[src/design/bounded_lifo_stack_with_search_assert.svh]
// ----------------------------------------------------------------------------
// Assertion macros for the bounded LIFO stack with search.
// Each macro checks one property on the rising edge of clk outside reset.
// ----------------------------------------------------------------------------
`ifndef BOUNDED_LIFO_STACK_WITH_SEARCH_ASSERT_SVH
`define BOUNDED_LIFO_STACK_WITH_SEARCH_ASSERT_SVH

// The consequent must hold in the same cycle as the antecedent.
`define BLSS_ASSERT_SAME(label, ante, cons, msg) \
  label: assert property (@(posedge clk) disable iff (!rst_n) (ante) |-> (cons)) \
    else $error(msg);

// The consequent must hold in the cycle after the antecedent.
`define BLSS_ASSERT_NEXT(label, ante, cons, msg) \
  label: assert property (@(posedge clk) disable iff (!rst_n) (ante) |=> (cons)) \
    else $error(msg);

`endif

[src/design/blss_pkg.sv]
// ----------------------------------------------------------------------------
// blss_pkg
// Shared types and constants of the bounded LIFO stack with search.
// ----------------------------------------------------------------------------
`default_nettype none

package blss_pkg;

  localparam int unsigned OP_W     = 3;
  localparam int unsigned STATUS_W = 3;
  localparam int unsigned CNT_W    = 8;
  localparam int unsigned CAP_W    = 8;

  localparam logic [CAP_W-1:0] CAP_RESET = 8'd100;

  typedef enum logic [OP_W-1:0] {
    OP_PUSH   = 3'd0,
    OP_POP    = 3'd1,
    OP_PEEK   = 3'd2,
    OP_SEARCH = 3'd3,
    OP_FLUSH  = 3'd4
  } op_t;

  typedef enum logic [STATUS_W-1:0] {
    ST_OK        = 3'd0,
    ST_OVERFLOW  = 3'd1,
    ST_UNDERFLOW = 3'd2,
    ST_OUT_SCOPE = 3'd3,
    ST_NOT_FOUND = 3'd4
  } status_t;

  typedef enum logic [1:0] {
    S_IDLE,
    S_READ,
    S_SEARCH
  } state_t;

endpackage

`default_nettype wire

[src/design/blss_ram.sv]
// ----------------------------------------------------------------------------
// blss_ram
// Entry store of the stack: one write port and one read port, registered read.
// ----------------------------------------------------------------------------
`default_nettype none

module blss_ram #(
  parameter int unsigned DEPTH      = 128,
  parameter int unsigned DATA_WIDTH = 32
) (
  input  wire logic                     clk,
  input  wire logic                     we,
  input  wire logic [$clog2(DEPTH)-1:0] waddr,
  input  wire logic [DATA_WIDTH-1:0]    wdata,
  input  wire logic                     re,
  input  wire logic [$clog2(DEPTH)-1:0] raddr,
  output logic      [DATA_WIDTH-1:0]    rdata
);

  logic [DATA_WIDTH-1:0] mem [DEPTH];

  always_ff @(posedge clk) begin
    if (we) begin
      mem[waddr] <= wdata;
    end
  end

  always_ff @(posedge clk) begin
    if (re) begin
      rdata <= mem[raddr];
    end
  end

endmodule

`default_nettype wire

[src/design/bounded_lifo_stack_with_search.sv]
// ----------------------------------------------------------------------------
// bounded_lifo_stack_with_search
// Bounded LIFO stack with push, pop, positional peek, bottom-up search and
// flush, kept in one synchronous memory.
//
// An item is taken at a clock edge where start is high and busy is low. Its
// one result appears for a single cycle with out_valid high; the receiver
// cannot stall it. Push, flush, unused codes, a pop that empties the stack
// and every refused request give their result in the cycle after the item.
// A pop that leaves entries behind and a valid peek pass through the read
// state, since the new top or the peeked entry comes from the memory read
// port. A search reads one entry per cycle from the bottom and ends at the
// first match or at the top entry. busy is high while a memory read is
// outstanding.
// The user writes the capacity register with cfg_wr_en only while idle; the
// block itself does not enforce this. Reset empties the stack and sets the
// capacity to 100; the memory is left uncleared, as only live entries are read.
// ----------------------------------------------------------------------------
`default_nettype none

module bounded_lifo_stack_with_search #(
  parameter int unsigned DEPTH      = 128,
  parameter int unsigned DATA_WIDTH = 32
) (
  input  wire logic                            clk,
  input  wire logic                            rst_n,
  input  wire logic                            cfg_wr_en,
  input  wire logic [blss_pkg::CAP_W-1:0]      cfg_wr_data,
  input  wire logic                            start,
  output logic                                 busy,
  input  wire logic [blss_pkg::OP_W-1:0]       in_operation,
  input  wire logic [DATA_WIDTH-1:0]           in_data_value,
  input  wire logic [blss_pkg::CNT_W-1:0]      in_position,
  output logic                                 out_valid,
  output logic      [DATA_WIDTH-1:0]           out_read_value,
  output logic      [blss_pkg::CNT_W-1:0]      out_found_position,
  output logic      [blss_pkg::STATUS_W-1:0]   out_status,
  output logic      [blss_pkg::CNT_W-1:0]      out_entry_count,
  output logic                                 out_is_full,
  output logic                                 out_is_empty,
  output logic      [DATA_WIDTH-1:0]           out_top_value,
  output logic      [DATA_WIDTH-1:0]           out_bottom_value
);

  import blss_pkg::*;

  `include "bounded_lifo_stack_with_search_assert.svh"

  localparam int unsigned AW        = $clog2(DEPTH);
  localparam int unsigned CNT_LIMIT = (1 << CNT_W) - 1;
  localparam int unsigned DEPTH_CAP = (DEPTH > CNT_LIMIT) ? CNT_LIMIT : DEPTH;
  localparam logic [CNT_W-1:0] CNT_MAX = CNT_W'(DEPTH_CAP);

  state_t                state_r, state_nxt;
  logic [CAP_W-1:0]      cap_r;
  logic [CNT_W-1:0]      count_r;
  logic [DATA_WIDTH-1:0] top_r;
  logic [DATA_WIDTH-1:0] bottom_r;
  op_t                   op_r;
  logic [DATA_WIDTH-1:0] data_r;
  logic [AW-1:0]         idx_r;
  logic                  valid_r;
  logic [DATA_WIDTH-1:0] rd_val_r;
  logic [CNT_W-1:0]      found_r;
  status_t               status_r;

  logic                  mem_we;
  logic [AW-1:0]         mem_waddr;
  logic                  mem_re;
  logic [AW-1:0]         mem_raddr;
  logic [DATA_WIDTH-1:0] mem_rdata;

  logic                  accept;
  op_t                   in_op;
  logic [CNT_W-1:0]      eff_cap;
  logic                  has_room;
  logic                  peek_ok;
  logic                  srch_hit;
  logic                  srch_last;

  assign in_op     = op_t'(in_operation);
  assign accept    = start && (state_r == S_IDLE);
  assign eff_cap   = (cap_r > CNT_MAX) ? CNT_MAX : cap_r;
  assign has_room  = count_r < eff_cap;
  assign peek_ok   = (in_position != '0) && (in_position <= count_r);
  assign srch_hit  = mem_rdata == data_r;
  assign srch_last = (CNT_W'(idx_r) + CNT_W'(1)) == count_r;

  blss_ram #(
    .DEPTH      (DEPTH),
    .DATA_WIDTH (DATA_WIDTH)
  ) u_ram (
    .clk   (clk),
    .we    (mem_we),
    .waddr (mem_waddr),
    .wdata (in_data_value),
    .re    (mem_re),
    .raddr (mem_raddr),
    .rdata (mem_rdata)
  );

  always_comb begin
    state_nxt = state_r;
    unique case (state_r)
      S_IDLE: begin
        if (accept) begin
          if (in_op == OP_POP && count_r > CNT_W'(1)) begin
            state_nxt = S_READ;
          end else if (in_op == OP_PEEK && peek_ok) begin
            state_nxt = S_READ;
          end else if (in_op == OP_SEARCH && count_r != '0) begin
            state_nxt = S_SEARCH;
          end
        end
      end
      S_READ: begin
        state_nxt = S_IDLE;
      end
      S_SEARCH: begin
        if (srch_hit || srch_last) begin
          state_nxt = S_IDLE;
        end
      end
      default: begin
        state_nxt = S_IDLE;
      end
    endcase
  end

  always_comb begin
    busy      = state_r != S_IDLE;
    mem_we    = 1'b0;
    mem_waddr = AW'(count_r);
    mem_re    = 1'b0;
    mem_raddr = '0;
    unique case (state_r)
      S_IDLE: begin
        if (accept) begin
          unique case (in_op)
            OP_PUSH: begin
              mem_we = has_room;
            end
            OP_POP: begin
              mem_re    = count_r > CNT_W'(1);
              mem_raddr = AW'(count_r - CNT_W'(2));
            end
            OP_PEEK: begin
              mem_re    = peek_ok;
              mem_raddr = AW'(in_position - CNT_W'(1));
            end
            OP_SEARCH: begin
              mem_re = count_r != '0;
            end
            default: begin
              mem_re = 1'b0;
            end
          endcase
        end
      end
      S_SEARCH: begin
        mem_re    = 1'b1;
        mem_raddr = idx_r + AW'(1);
      end
      default: begin
        mem_re = 1'b0;
      end
    endcase
  end

  always_ff @(posedge clk) begin
    if (!rst_n) begin
      state_r  <= S_IDLE;
      cap_r    <= CAP_RESET;
      count_r  <= '0;
      top_r    <= '0;
      bottom_r <= '0;
      valid_r  <= 1'b0;
      op_r     <= OP_PUSH;
      data_r   <= '0;
      idx_r    <= '0;
      rd_val_r <= '0;
      found_r  <= '0;
      status_r <= ST_OK;
    end else begin
      state_r <= state_nxt;
      valid_r <= 1'b0;
      if (cfg_wr_en) begin
        cap_r <= cfg_wr_data;
      end
      unique case (state_r)
        S_IDLE: begin
          if (accept) begin
            op_r     <= in_op;
            data_r   <= in_data_value;
            idx_r    <= '0;
            rd_val_r <= '0;
            found_r  <= '0;
            status_r <= ST_OK;
            valid_r  <= 1'b1;
            unique case (in_op)
              OP_PUSH: begin
                if (has_room) begin
                  count_r <= count_r + CNT_W'(1);
                  top_r   <= in_data_value;
                  if (count_r == '0) begin
                    bottom_r <= in_data_value;
                  end
                end else begin
                  status_r <= ST_OVERFLOW;
                end
              end
              OP_POP: begin
                if (count_r == '0) begin
                  rd_val_r <= DATA_WIDTH'(1);
                  status_r <= ST_UNDERFLOW;
                end else begin
                  count_r <= count_r - CNT_W'(1);
                  if (count_r == CNT_W'(1)) begin
                    rd_val_r <= top_r;
                    top_r    <= '0;
                    bottom_r <= '0;
                  end else begin
                    valid_r <= 1'b0;
                  end
                end
              end
              OP_PEEK: begin
                if (peek_ok) begin
                  valid_r <= 1'b0;
                end else begin
                  status_r <= ST_OUT_SCOPE;
                end
              end
              OP_SEARCH: begin
                if (count_r == '0) begin
                  status_r <= ST_NOT_FOUND;
                end else begin
                  valid_r <= 1'b0;
                end
              end
              OP_FLUSH: begin
                count_r  <= '0;
                top_r    <= '0;
                bottom_r <= '0;
              end
              default: begin
                status_r <= ST_OK;
              end
            endcase
          end
        end
        S_READ: begin
          valid_r <= 1'b1;
          if (op_r == OP_POP) begin
            rd_val_r <= top_r;
            top_r    <= mem_rdata;
          end else begin
            rd_val_r <= mem_rdata;
          end
        end
        S_SEARCH: begin
          idx_r <= idx_r + AW'(1);
          if (srch_hit) begin
            valid_r <= 1'b1;
            found_r <= CNT_W'(idx_r) + CNT_W'(1);
          end else if (srch_last) begin
            valid_r  <= 1'b1;
            status_r <= ST_NOT_FOUND;
          end
        end
        default: begin
          valid_r <= 1'b0;
        end
      endcase
    end
  end

  assign out_valid          = valid_r;
  assign out_read_value     = rd_val_r;
  assign out_found_position = found_r;
  assign out_status         = status_r;
  assign out_entry_count    = count_r;
  assign out_is_full        = count_r >= eff_cap;
  assign out_is_empty       = count_r == '0;
  assign out_top_value      = top_r;
  assign out_bottom_value   = bottom_r;

  `BLSS_ASSERT_SAME(a_count_bound, 1'b1, count_r <= CNT_MAX, "count exceeds stack depth")
  `BLSS_ASSERT_SAME(a_search_idx, state_r == S_SEARCH, CNT_W'(idx_r) < count_r, "search past top")
  `BLSS_ASSERT_SAME(a_done_strobe, $fell(busy), out_valid, "read finished without a result")
  `BLSS_ASSERT_NEXT(a_read_once, state_r == S_READ, state_r == S_IDLE, "read state held")
  `BLSS_ASSERT_SAME(a_empty_zero, out_is_empty, top_r == '0 && bottom_r == '0, "empty stack shows data")

endmodule

`default_nettype wire

[config.mk]
export PLATFORM = sky130hd
export DESIGN_NAME = bounded_lifo_stack_with_search
export DESIGN_NICKNAME = d
export VERILOG_FILES = /design/src/design/blss_pkg.sv /design/src/design/blss_ram.sv /design/src/design/bounded_lifo_stack_with_search.sv
export VERILOG_INCLUDE_DIRS = /design/src /design/src/design
export SDC_FILE = /design/constraint.sdc
export NUM_CORES = 2
export LEC_CHECK = 0
export BUFFER_PORTS_ARGS = -buffer_cell sky130_fd_sc_hd__buf_2
export CAP_MARGIN = 15
export CORE_ASPECT_RATIO = 1.75
export CORE_MARGIN = 4
export CORE_UTILIZATION = 45
export DETAILED_ROUTE_END_ITERATION = 7
export GPL_ROUTABILITY_DRIVEN = 0
export GPL_TIMING_DRIVEN = 1
export PLACE_DENSITY_LB_ADDON = 0.3
export SYNTH_ARGS = -nofsm -noshare
export SYNTH_HDL_FRONTEND = slang
export SYNTH_SLANG_ARGS = --single-unit
[constraint.sdc]
create_clock -name clk -period 5.2 [get_ports clk]
set_input_delay 0 -clock clk [delete_from_list [all_inputs] [get_ports clk]]
set_output_delay 0 -clock clk [all_outputs]
set_load 0.005 [all_outputs]
==> impl_results.md <==
- Row cnt: 298
- Mapped Cells: 11521
- Vias after detailed routing: 110182
- Final setup vio count: 2
- Crit Reg-Reg Startpoint: state_r[1]
- Pint: 54.91 mW
- Post-CTS setup buffers: 0
- Startpoint Class: register
- Drt first pass iters: 8
- Routed vias/inst: 6.375
- Async SR Flop Fraction: 0
- Clock power share: 0.402
- Clk sinks: 4296
- Die area: 0.3874 mm2
- CP arrival: 6.02 ns
- Skew-Pair Late Insertion Delay: 0.98 ns
- I/O pin cnt: 174
- Switching Fraction: 0.2213
- Relative slew slack: 0.08440
- CP required: 6.01 ns
- Ys flop type: edfxtp_1
- CP Class: register to register
- Share of cells above drive strength 1: 0.1384
- Hold wc startpoint: start
- Worst reg-to-reg setup slack: -0.01 ns
- Combinational Power Share: 0.059
- Failing checks: DRC, setup timing
- Worst hold stages: 5
- Die Wd: 472.2 um
- Max-cap viol count: 0
- Finished layout cell area: 0.1942 mm2
- Critical path endpoint category: register
- Yosys cell types: 79
- Highest Clock Rate: 191.8 MHz
- Sequential share of power: 0.539
- CP Max Fanout: 46
- Cell chain of the critical path: or4b_1, a21o_4, buf_12, nand2_4, buf_12, buf_4, a211oi_1, a311oi_1, nor4_1, buf_4, nor3_1, a21oi_1, nand4_1
- DP Worst Slack: -0.09258 ns
- P_sw: 15.60 mW
- Total Routed Length: 576.1 mm
- Worst-Margin Slew: 1.363 ns
- Commonest non-fill, non-tap cell in the layout: edfxtp_1
- CTS tree: built
- Initial antenna violation count: 29
- Synth Net Count: 11603
- Global-route wire length before repair: 802.8 mm
- Reg-to-reg endpoint: u_ram.rdata[31]
- Status: finished, violations left
- PD cells: 363.1 mW/mm2
- Post-DR wirelength/cell: 33.33 um
- # DRC: 5
- Final worst slack: -0.01302 ns
- Worst vdd ir: 0.0003264 V
- ANT nets after route: 0
- Leak: 67.02 nW
- Setup TNS: -0.01776 ns
- Worst Hold End: out_status[1]
- Synthesis-to-finish area growth: 14.42%
- Clock Pin Slew Worst Setup and Hold Paths: 0.07 ns
- Final layout net count: 12107
- Cell Area, Synth: 0.1697 mm2
- YS warnings: 0
- Vias in the first global route: 107947
- Max Slew Vio Count: 0
- RSZ-0062 raised after global routing: false
- Mean Syn Cell Area: 14.73 um2
- Starting Density: 0.4515
- Die Y: 820.4 um
- CTS root buffer: clkbuf_16
- Fin crit share: 1.003
- Clock Skew: 0.1109 ns
- Number of buffers created by CTS: 364
- R2R cell count: 13
- Core ar.: 0.3758 mm2
- Placed inst area: 0.1811 mm2
- Most frequent cells in the layout: edfxtp_1, nand2_1, mux2i_1
- Largest net degree at the start of global routing: 140
- Number of enable flip-flop cells after synthesis: 4128
- # H-tree levels: 5
- Gr usage total: 0.2895
- Post-DP HPWL: 349.0 mm
- Filler cells: 30412
- Max stage delay on crit path: 1.05 ns
- PortBufs: 173
- DR iter-0 viols: 14983
- Hold Crit Class: primary input to register
- Grt ovf: 0
- Synth Register Bits: 4296
- Final Hold Fails: 0
- Max clock buf depth: 4
- Sequential share of the synthesized area: 0.7502
- Fin crit period: 5.213 ns
- Slowest CP cell: nor3_1
==> power groups by stage <==
| stage | sequential, mW | combinational [mW] | clock (mW) |
|---|---|---|---|
| floorplan | 38.7 | 1.69 | 0 |
| global placement | 38.8 | 3.86 | 0 |
| detailed placement | 38.8 | 3.94 | 0 |
| CTS | 38.0 | 4.01 | 28.5 |
| global route | 38.0 | 4.24 | 29.9 |
| finish | 38.0 | 4.13 | 28.3 |
==> per-stage QoR <==
stage,util,hold WS [ns],power (mW),std cells
after floorplan,-,0.09887,40.44,11521
after global placement,0.4817,0.2186,42.64,16514
after detailed placement,0.4819,0.2175,42.72,16521
after CTS,0.5164,0.04483,70.58,17262
after global routing,0.5166,0.09918,72.17,17272
final,0.5167,0.09538,70.52,17284
==> per-layer routing <==
metal,global-route usage,routed length (um),vias to the layer above
met1,0.3211,186400,55776
met5,0,61,-
met3,0.05116,52520,1765
met4,0.2507,61120,8
li1,-,-,45722
met2,0.4824,276000,6911
==> worst max-delay path by stage <==
stage | to | depth (start not counted) | slack [ns] | startpoint
4_1_cts | u_ram.rdata[20] | 12 | 0.07 | state_r[1]
3_3_place_gp | u_ram.rdata[21] | 12 | -0.18 | state_r[1]
2_1_floorplan | u_ram.mem[6][0] | 12 | 0.38 | out_entry_count[0]
6_report | u_ram.rdata[31] | 13 | -0.01 | state_r[1]
5_1_grt | u_ram.rdata[31] | 13 | 0.03 | state_r[1]
3_5_place_dp | u_ram.rdata[16] | 13 | -0.09 | state_r[1]
==> cell families after synthesis <==
group           share of synthesized area
mux                               0.05220
xor+xnor                         0.002735
flops                              0.7502
simple gates                      0.08472
fa+ha+maj                        0.001991
compound gates                    0.08771
buf+inv                           0.02041
==> what timing repair did <==
action,CTS,global route
gates resized for setup,2,1
gates cloned,0,0
hold endpoints to repair,2574,0
hold buffers,84,0
endpoints found under the setup margin,2,1
==> flip-flops by register name (all words and copies together) (netlist names) <==
register,flops
idx_r,7
cap_r,8
state_r,2
out_read_value,32
out_status,3
data_r,32
op_r,3
u_ram.mem,4096
out_bottom_value,32
out_entry_count,8
out_found_position,8
out_top_value,32
out_valid,1
u_ram.rdata,32
==> cell type report <==
type                            count  area, um2  share of cell area
Sequential cell                  4296     127300              0.6557
Multi-Input combinational cell   6385      40260              0.2073
Clock buffer                      444       9716             0.05003
Timing Repair Buffer              962       8203             0.04224
Tap cell                         4950       6193             0.03190
Clock inverter                    213       2381             0.01226
Inverter                           16      62.56           0.0003222
Antenna cell                       18      45.04           0.0002320
==> synth_stat cells (5+ instances only) <==
library cell | instances | area (um2)
a32oi_1 | 116 | 1016
buf_2 | 185 | 925.9
or2_2 | 6 | 37.54
a21o_1 | 8 | 60.06
edfxtp_1 | 4128 | 124000
a22oi_1 | 52 | 390.4
a211oi_1 | 299 | 2245
nor2b_1 | 10 | 62.56
nand2b_1 | 7 | 43.79
o211ai_1 | 51 | 382.9
clkbuf_1 | 505 | 1896
nor3_1 | 107 | 535.5
a31oi_1 | 284 | 1777
nor2_1 | 192 | 720.7
nand4_1 | 83 | 519.3
inv_1 | 13 | 48.80
o21ai_0 | 218 | 1091
dfxtp_1 | 168 | 3363
a32o_1 | 29 | 290.3
o22ai_1 | 245 | 1533
o21a_1 | 37 | 277.8
nand2_1 | 2108 | 7913
buf_1 | 122 | 457.9
a221oi_1 | 10 | 87.58
and3_1 | 303 | 1896
o31ai_1 | 8 | 60.06
xnor2_1 | 18 | 157.7
xor2_1 | 35 | 306.5
buf_6 | 9 | 101.4
mux4_2 | 96 | 2162
nand3_1 | 410 | 2052
or4_1 | 5 | 37.54
a311oi_1 | 133 | 1165
ha_1 | 27 | 337.8
a2111oi_0 | 32 | 280.3
a21oi_1 | 524 | 2623
nor4_1 | 60 | 375.4
o221ai_1 | 127 | 1112
mux2i_1 | 669 | 6696
==> critical path: cells and delay by family (launching register included) <==
family,cells,cell delay (ns)
AOI/OAI and AO/OA,4,1.14
buffers and inverters,4,0.94
DFF,1,0.41
and+or+nand+nor,5,2.51
Note: power is estimated with default switching activity, not from simulation.
